<file path="config.mk">
export PLATFORM = sky130hd
export DESIGN_NAME = level_threshold_map_smooth_core_flat
export DESIGN_NICKNAME = d
export VERILOG_FILES = /design/src/rtl/ltms_pkg.sv /design/src/rtl/ltms_if.sv /design/src/rtl/ltms_div.sv /design/src/rtl/level_threshold_map_smooth_core.sv /design/src/flat_wrapper.sv
export SDC_FILE = /design/constraint.sdc
export NUM_CORES = 1
export LEC_CHECK = 0
export ABC_AREA = 1
export BUFFER_PORTS_ARGS = -buffer_cell sky130_fd_sc_hd__buf_2
export CORE_MARGIN = 2
export CORE_UTILIZATION = 60
export DETAILED_ROUTE_END_ITERATION = 8
export GPL_TIMING_DRIVEN = 0
export PLACE_DENSITY = 0.79
export SLEW_MARGIN = 20
export SYNTH_ARGS = -nofsm -noshare
export SYNTH_HDL_FRONTEND = slang
export SYNTH_SLANG_ARGS = --single-unit
</file>
<file path="constraint.sdc">
create_clock -name clk -period 16.8 [get_ports clk]
set_clock_uncertainty 0.05 [all_clocks]
set_input_delay 0.84 -clock clk [delete_from_list [all_inputs] [get_ports clk]]
set_output_delay 0.84 -clock clk [all_outputs]
set_load 0.02 [all_outputs]
</file>
<file path="src/rtl/ltms_pkg.sv">
// Shared types and constants of the level map and smoother.
package ltms_pkg;

	localparam int unsigned DIV_STEPS = 16;
	localparam int unsigned DIV_CNT_W = $clog2(DIV_STEPS);

	// 1.0 in unsigned Q1.16, 0.5 in Q20.16
	localparam logic [16:0] ONE_Q16  = 17'h10000;
	localparam logic [35:0] HALF_Q16 = 36'h000008000;

	typedef enum logic [2:0] {
		REG_ENABLE         = 3'd0,
		REG_LEVEL_THRESH   = 3'd1,
		REG_GAIN           = 3'd2,
		REG_INVERT_SIGNAL  = 3'd3,
		REG_BASE_LEVEL     = 3'd4,
		REG_MAX_LEVEL      = 3'd5,
		REG_SMOOTHING_RATE = 3'd6
	} cfg_reg_t;

	// Divider request and response
	typedef struct packed {
		logic        start;
		logic [15:0] num;
		logic [16:0] den;
	} div_req_t;

	typedef struct packed {
		logic        done;
		logic [15:0] quo;
	} div_rsp_t;

endpackage

</file>
<file path="src/rtl/ltms_if.sv">
// Channel interfaces: input samples, results and configuration writes.
interface ltms_in_if;
	logic        valid;
	logic        ready;
	logic [15:0] vu_level;
	logic [15:0] frame_time;

	modport source (output valid, output vu_level, output frame_time, input ready);
	modport sink (input valid, input vu_level, input frame_time, output ready);
endinterface

interface ltms_out_if;
	logic               valid;
	logic               ready;
	logic signed [15:0] smoothed_value;

	modport source (output valid, output smoothed_value, input ready);
	modport sink (input valid, input smoothed_value, output ready);
endinterface

interface ltms_cfg_if;
	logic        valid;
	logic        ready;
	logic [2:0]  index;
	logic [15:0] data;

	modport source (output valid, output index, output data, input ready);
	modport sink (input valid, input index, input data, output ready);
endinterface

</file>
<file path="src/rtl/ltms_div.sv">
// Restoring divider, one quotient bit per cycle, for the level rescale.
module ltms_div (
	input  logic               clk,
	input  logic               arst_n,
	input  ltms_pkg::div_req_t req,
	output ltms_pkg::div_rsp_t rsp
);
	import ltms_pkg::*;

	logic [16:0]          rem_q;
	logic [15:0]          quo_q;
	logic [DIV_CNT_W-1:0] cnt_q;
	logic                 busy_q;
	logic                 done_q;
	logic [17:0]          shifted;
	logic                 ge;

	// shift in a zero and try the subtract
	assign shifted = {rem_q, 1'b0};
	assign ge      = shifted >= {1'b0, req.den};

	always_ff @(posedge clk or negedge arst_n) begin
		if (!arst_n) begin
			busy_q <= 1'b0;
			done_q <= 1'b0;
			cnt_q  <= '0;
		end else if (req.start) begin
			busy_q <= 1'b1;
			done_q <= 1'b0;
			cnt_q  <= DIV_CNT_W'(DIV_STEPS - 1);
		end else if (busy_q) begin
			cnt_q <= cnt_q - 1'b1;
			if (cnt_q == '0) begin
				busy_q <= 1'b0;
				done_q <= 1'b1;
			end
		end else begin
			done_q <= 1'b0;
		end
	end

	// datapath: load numerator, then one step a cycle
	always_ff @(posedge clk) begin
		if (req.start) begin
			rem_q <= {1'b0, req.num};
			quo_q <= '0;
		end else if (busy_q) begin
			rem_q <= ge ? 17'(shifted - {1'b0, req.den}) : shifted[16:0];
			quo_q <= {quo_q[14:0], ge};
		end
	end

	assign rsp.done = done_q;
	assign rsp.quo  = quo_q;

endmodule

</file>
<file path="src/rtl/level_threshold_map_smooth_core.sv">
// Top level: VU level threshold, gain, map and one-pole smoother.
//
// Usage:
//   samples carries one beat per meter update: vu_level (Q0.16) and
//   frame_time (Q0.16 seconds). results carries smoothed_value (Q8.8).
//   cfg writes one register per beat (index 0..6); it is always ready and
//   must be used only while no sample is in flight.
// Timing:
//   An accepted sample runs a 16-step restoring divider for the level
//   rescale, after its load, then eight steps that make four passes
//   through one shared 18x18 multiplier, then returns to idle. A new
//   sample is taken only in idle, once the last one has written its
//   result; samples.ready is low while a sample is being worked on.
//   With enable at 0 a sample is accepted and dropped; the block stays idle.
// Reset:
//   arst_n clears the smoothed value to zero and loads the register
//   defaults (enabled, unity gain, map 0..1.0, rate 10.0).
// Stall:
//   The result waits in an output register; the block may accept and work
//   on the next sample meanwhile and holds before writing its result.
module level_threshold_map_smooth_core (
	input  logic        clk,
	input  logic        arst_n,
	ltms_in_if.sink     samples,
	ltms_out_if.source  results,
	ltms_cfg_if.sink    cfg
);
	import ltms_pkg::*;

	typedef enum logic [3:0] {
		ST_IDLE,
		ST_DIV,
		ST_GAIN_MUL,
		ST_GAIN_SAT,
		ST_FAC_SAT,
		ST_MAP_MUL,
		ST_MAP_ADD,
		ST_SMO_LD,
		ST_SMO_MUL,
		ST_SMO_ADD
	} state_t;

	state_t state_q;

	// configuration registers
	logic               enable_q;
	logic [15:0]        thresh_q;
	logic [15:0]        gain_q;
	logic               invert_q;
	logic signed [15:0] base_q;
	logic signed [15:0] max_q;
	logic [15:0]        rate_q;

	// working registers
	logic signed [15:0] cur_q;
	logic [15:0]        ftime_q;
	logic               above_q;
	logic signed [17:0] mul_a_q;
	logic signed [17:0] mul_b_q;
	logic signed [35:0] prod_q;
	logic [16:0]        sig_q;
	logic [16:0]        fac_q;
	logic signed [15:0] target_q;
	logic               out_valid_q;
	logic signed [15:0] out_data_q;

	div_req_t           div_req;
	div_rsp_t           div_rsp;

	logic               accept;
	logic               out_free;
	logic signed [35:0] mul_p;
	logic [16:0]        scaled_sat;
	logic [16:0]        sig_next;
	logic signed [35:0] prod_round;
	logic signed [19:0] round_q16;
	logic signed [19:0] map_sum;
	logic signed [19:0] smo_sum;
	logic signed [16:0] span;
	logic signed [16:0] err;

	assign accept        = samples.valid && samples.ready;
	assign samples.ready = (state_q == ST_IDLE);
	assign out_free      = !out_valid_q || results.ready;
	assign cfg.ready     = 1'b1;

	// launch the rescale divide on an enabled beat
	assign div_req.start = accept && enable_q;
	assign div_req.num   = samples.vu_level - thresh_q;
	assign div_req.den   = ONE_Q16 - {1'b0, thresh_q};

	ltms_div u_div (
		.clk    (clk),
		.arst_n (arst_n),
		.req    (div_req),
		.rsp    (div_rsp)
	);

	// shared multiplier
	assign mul_p = mul_a_q * mul_b_q;

	// drop 8 fraction bits and saturate at 1.0
	assign scaled_sat = (prod_q[31:8] > {7'd0, ONE_Q16}) ? ONE_Q16 : prod_q[24:8];
	assign sig_next   = invert_q ? 17'(ONE_Q16 - scaled_sat) : scaled_sat;

	// round half up and floor by 2^16
	assign prod_round = prod_q + $signed(HALF_Q16);
	assign round_q16  = prod_round[35:16];
	assign map_sum    = 20'(base_q) + round_q16;
	assign smo_sum    = 20'(cur_q) + round_q16;

	assign span = 17'(max_q) - 17'(base_q);
	assign err  = 17'(target_q) - 17'(cur_q);

	// hold configuration registers
	always_ff @(posedge clk or negedge arst_n) begin
		if (!arst_n) begin
			enable_q <= 1'b1;
			thresh_q <= 16'd0;
			gain_q   <= 16'd256;
			invert_q <= 1'b0;
			base_q   <= 16'sd0;
			max_q    <= 16'sd256;
			rate_q   <= 16'd2560;
		end else if (cfg.valid) begin
			case (cfg_reg_t'(cfg.index))
				REG_ENABLE:         enable_q <= cfg.data[0];
				REG_LEVEL_THRESH:   thresh_q <= cfg.data;
				REG_GAIN:           gain_q   <= cfg.data;
				REG_INVERT_SIGNAL:  invert_q <= cfg.data[0];
				REG_BASE_LEVEL:     base_q   <= $signed(cfg.data);
				REG_MAX_LEVEL:      max_q    <= $signed(cfg.data);
				REG_SMOOTHING_RATE: rate_q   <= cfg.data;
				default: ;
			endcase
		end
	end

	// sequencer with smoothed value and output register
	always_ff @(posedge clk or negedge arst_n) begin
		if (!arst_n) begin
			state_q     <= ST_IDLE;
			cur_q       <= 16'sd0;
			out_valid_q <= 1'b0;
		end else begin
			// raise the result beat on write, drop it once taken
			if (state_q == ST_SMO_ADD && out_free) begin
				out_valid_q <= 1'b1;
			end else if (results.ready) begin
				out_valid_q <= 1'b0;
			end
			case (state_q)
				ST_IDLE: begin
					if (accept && enable_q) begin
						state_q <= ST_DIV;
					end
				end
				ST_DIV: begin
					if (div_rsp.done) begin
						state_q <= ST_GAIN_MUL;
					end
				end
				ST_GAIN_MUL: state_q <= ST_GAIN_SAT;
				ST_GAIN_SAT: state_q <= ST_FAC_SAT;
				ST_FAC_SAT:  state_q <= ST_MAP_MUL;
				ST_MAP_MUL:  state_q <= ST_MAP_ADD;
				ST_MAP_ADD:  state_q <= ST_SMO_LD;
				ST_SMO_LD:   state_q <= ST_SMO_MUL;
				ST_SMO_MUL:  state_q <= ST_SMO_ADD;
				ST_SMO_ADD: begin
					if (out_free) begin
						cur_q   <= smo_sum[15:0];
						state_q <= ST_IDLE;
					end
				end
				default: state_q <= ST_IDLE;
			endcase
		end
	end

	// datapath: operand loads and products per step
	always_ff @(posedge clk) begin
		case (state_q)
			ST_IDLE: begin
				if (accept) begin
					ftime_q <= samples.frame_time;
					above_q <= samples.vu_level > thresh_q;
				end
			end
			ST_DIV: begin
				mul_a_q <= {2'b00, (above_q ? div_rsp.quo : 16'd0)};
				mul_b_q <= {2'b00, gain_q};
			end
			ST_GAIN_MUL: begin
				prod_q  <= mul_p;
				mul_a_q <= {2'b00, rate_q};
				mul_b_q <= {2'b00, ftime_q};
			end
			ST_GAIN_SAT: begin
				sig_q  <= sig_next;
				prod_q <= mul_p;
			end
			ST_FAC_SAT: begin
				fac_q   <= scaled_sat;
				mul_a_q <= 18'(span);
				mul_b_q <= {1'b0, sig_q};
			end
			ST_MAP_MUL: prod_q <= mul_p;
			ST_MAP_ADD: target_q <= map_sum[15:0];
			ST_SMO_LD: begin
				mul_a_q <= 18'(err);
				mul_b_q <= {1'b0, fac_q};
			end
			ST_SMO_MUL: prod_q <= mul_p;
			ST_SMO_ADD: begin
				if (out_free) begin
					out_data_q <= smo_sum[15:0];
				end
			end
			default: ;
		endcase
	end

	assign results.valid          = out_valid_q;
	assign results.smoothed_value = out_data_q;

endmodule

</file>
<file path="src/flat_wrapper.sv">
// flat-port wrapper written by rule: the top's interface ports become plain ports
module level_threshold_map_smooth_core_flat import ltms_pkg::*;
  (clk, arst_n, samples_valid, samples_vu_level, samples_frame_time, samples_ready, results_valid, results_smoothed_value, results_ready, cfg_valid, cfg_index, cfg_data, cfg_ready);
  ltms_in_if samples_i ();
  ltms_out_if results_i ();
  ltms_cfg_if cfg_i ();
  input  logic clk;
  input  logic arst_n;
  input wire logic [$bits(samples_i.valid)-1:0] samples_valid;
  input wire logic [$bits(samples_i.vu_level)-1:0] samples_vu_level;
  input wire logic [$bits(samples_i.frame_time)-1:0] samples_frame_time;
  output wire logic [$bits(samples_i.ready)-1:0] samples_ready;
  output wire logic [$bits(results_i.valid)-1:0] results_valid;
  output wire logic [$bits(results_i.smoothed_value)-1:0] results_smoothed_value;
  input wire logic [$bits(results_i.ready)-1:0] results_ready;
  input wire logic [$bits(cfg_i.valid)-1:0] cfg_valid;
  input wire logic [$bits(cfg_i.index)-1:0] cfg_index;
  input wire logic [$bits(cfg_i.data)-1:0] cfg_data;
  output wire logic [$bits(cfg_i.ready)-1:0] cfg_ready;
  assign samples_i.valid = samples_valid;
  assign samples_i.vu_level = samples_vu_level;
  assign samples_i.frame_time = samples_frame_time;
  assign samples_ready = samples_i.ready;
  assign results_valid = results_i.valid;
  assign results_smoothed_value = results_i.smoothed_value;
  assign results_i.ready = results_ready;
  assign cfg_i.valid = cfg_valid;
  assign cfg_i.index = cfg_index;
  assign cfg_i.data = cfg_data;
  assign cfg_ready = cfg_i.ready;
  level_threshold_map_smooth_core u_core (.clk(clk), .arst_n(arst_n), .samples(samples_i), .results(results_i), .cfg(cfg_i));
endmodule
</file>
==> impl_results.md <==
- Iter 0 DRT Violations: 2188
- Synthesized cell area: 27600 sq um
- Fmax achieved: 144 MHz
- PortBufs: 73
- Synthesized area per cell: 8.12 sq um
- Post-synthesis cell count: 3393
- TritonCTS Buffers: 30
- Area Growth Syn to Fin: 8.13%
- Number of synthesis warnings: 0
- # rows: 78
- Final instance area: 29800 sq um
- Multi-input gate area: 16500 sq um
- Initial Util: 60.7%
- Critical Path Source Type: flop
- Prevailing post-synth register cell: edfxtp_1
- CP max stage delay: 0.67 ns
- Critical Path End Type: flop
- Fin util: 65.7%
- Routed len/inst: 18.7 um
- IO Count: 75
- Largest net degree at the start of global routing: 61
- Total GRT Usage: 33.6%
- Post-CTS setup buffers: 0
- CP Data Required Time: 17.08 ns
- Dpl hpwl: 61800 um
- Post-synth EDFFs: 157
- Htree depth: 1
- Crit path buffers/inverters: 10
- RSZ-0062 raised after global routing: no
- Skew-Pair Late Insertion Delay: 0.60 ns
- CTS tree: done
- Placed inst area: 28800 sq um
- Outcome: completed
- Final GP Congestion: 0.981
- Initial antenna violation count: 3
- Die width: 218 um
- First-pass GRT wire length: 123000 um
- Grt ovf: 0
- Synthesis-stage register bit count: 283
- Post-Place Worst Slack: 10.02 ns
- Most used cell, CP: inv_1
- Setup Viol. Count Final: 0
- Layout fillers: 3848
- Max-cap violations: 0
- Net Count, Synth: 3904
- Register Area: 7790 sq um
- Share of cells above drive strength 1: 6.04%
- Vias: 22.9k
- # resized after CTS: 0
- Critical Path, Cell by Cell: clkbuf_1 -> clkbuf_1 -> nand2_1 -> fa_1 -> fa_1 -> inv_1 -> fa_1 -> inv_1 -> fa_1 -> inv_1 -> fa_1 -> inv_1 -> fa_1 -> inv_1 -> ha_1 -> inv_1 -> nor3_1 -> inv_1 -> o221ai_1 -> nor2_1 -> nand2_1 -> inv_1 -> nand2_1 -> nand2_1
- Longest Clk Path Bufs: 3
- Setup ws final: 9.85 ns
- Hold buffer count at cts: 0
- Clock Tree Root: clkbuf_16
- Max Slew Vio Count: 0
- Asr flop ratio synth: 38.5%
- Clk slew on worst S/H paths: 0.07 ns
- Worst EP arrival: 7.23 ns
- Routed Antenna Nets: 0
- Slew HR: 38.6%
- Nets: 4014
- Minimum clock period: 6.95 ns
- Vias per cell: 5.54
- Worst-Margin Slew: 0.921 ns
- Clk sink count: 283
- Final setup TNS: 0 ns
- Yosys cell types: 66
- Critical setup path kind: reg -> reg
- Post-route DRC: 0
- Area of the die: 47700 sq um
- Chip Height: 218 um
- Crit path max fanout: 10
- Delay-heaviest family, CP: adder cells
- Final period utilization: 41.4%
- Vias in the first global route: 22.8k
- Slowest CP cell: fa_1
- Drt total wl: 77100 um
- Hold Crit Class: in -> async
- Final count of hold timing violations: 0
- CORE AREA: 45400 sq um
- Sequential fraction of the synthesis area: 28.3%
- DRT Pass-1 Iters: 7
[placed cells by master (no fill, tap or decap), types with 11 or more instances in the layout]
cell type  Yosys  routed
inv_2         12      12
a21oi_1      140     140
inv_1        738     738
o22ai_1       15      15
nand2_1      844     843
nand3b_1      14      14
nor2_1       134     132
edfxtp_1     157     157
nor3_1        25      25
clkbuf_16      0      30
dfxtp_1       17      17
nor2_2         9      11
dfrtp_1      104     104
buf_2          6      78
o21ai_0      177     177
xor2_1        69      69
fa_1         279     279
a31oi_1       11      11
clkbuf_1      93      95
xnor2_1       41      41
ha_1         176     176
a21o_1        15      15
nand3_1      146     145
o21ai_1       17      17
nand4_1       32      32
[registers in the layout (all words and copies together) (netlist names), 17 cells and up]
register	flops
u_core.sig_q	17
u_core.prod_q	24
u_core.fac_q	17
u_core.u_div.rem_q	17
u_core.mul_b_q	17
u_core.mul_a_q	17
[cells by family after synthesis]
kind of cell,synth area share (%)
AND/OR/NAND/NOR,19.1
adder cells (fa/ha/maj),28.2
buffers and inverters,12.0
other,0.0136
AO/OA/AOI/OAI,8.88
XOR/XNOR,3.49
flip-flops,28.3
[per-stage QoR]
step,cells,hold slack [ns]
after detailed placement,4071,0.410
after global placement,4066,0.408
after CTS,4126,0.159
after global routing,4127,0.187
after floorplan,3393,0.379
final,4127,0.151
[per-layer routing]
| layer | part of all wire [%] | up-vias | global-route usage (%) |
|---|---|---|---|
| li1 | - | 10800 | - |
| met1 | 40 | 10900 | 44.3 |
| met2 | 46 | 988 | 54.4 |
| met3 | 8.3 | 236 | 5.29 |
| met4 | 5.8 | 0 | 16.4 |
| met5 | 0 | - | 0 |
[area by class of cell]
type                    instances  area share (%)
multi-input cells            2248            55.3
clock buffers                  33            2.56
inverters                     752            9.49
well taps                     600            2.52
plain buffers                 110            1.62
clock inverters                22           0.844
flip-flops and latches        283            26.1
repair buffers                 78            1.54
diodes                          1         0.00840
[Yosys cell counts (41+ instances only)]
master	number	area, sq um
nand2_1	844	3170
inv_1	738	2770
fa_1	279	5590
o21ai_0	177	886
ha_1	176	2200
edfxtp_1	157	4710
nand3_1	146	731
a21oi_1	140	701
nor2_1	134	503
dfrtp_1	104	2600
clkbuf_1	93	349
xor2_1	69	604
xnor2_1	41	359
[worst paths after layout]
path / startpoint / end / slack [ns] / cells past startpoint
setup / recovery: u_core.mul_b_q[8] / u_core.prod_q[31] / 9.85 / 24
hold / removal: arst_n / u_core.cur_q[6] / 0.15 / 1
setup reg to reg: u_core.mul_b_q[8] / u_core.prod_q[31] / 9.85 / 24
hold reg to reg: u_core.u_div.rem_q[16] / u_core.u_div.rem_q[16] / 0.42 / 2
max in group asynchronous: arst_n / u_core.enable_q / 15.79 / 2
min in group clk: samples_frame_time[9] / u_core.ftime_q[9] / 0.36 / 1
Power is left out: the tool's default activity adds up to more than one toggle a clock period on the data nets, which glitch-free logic cannot reach.
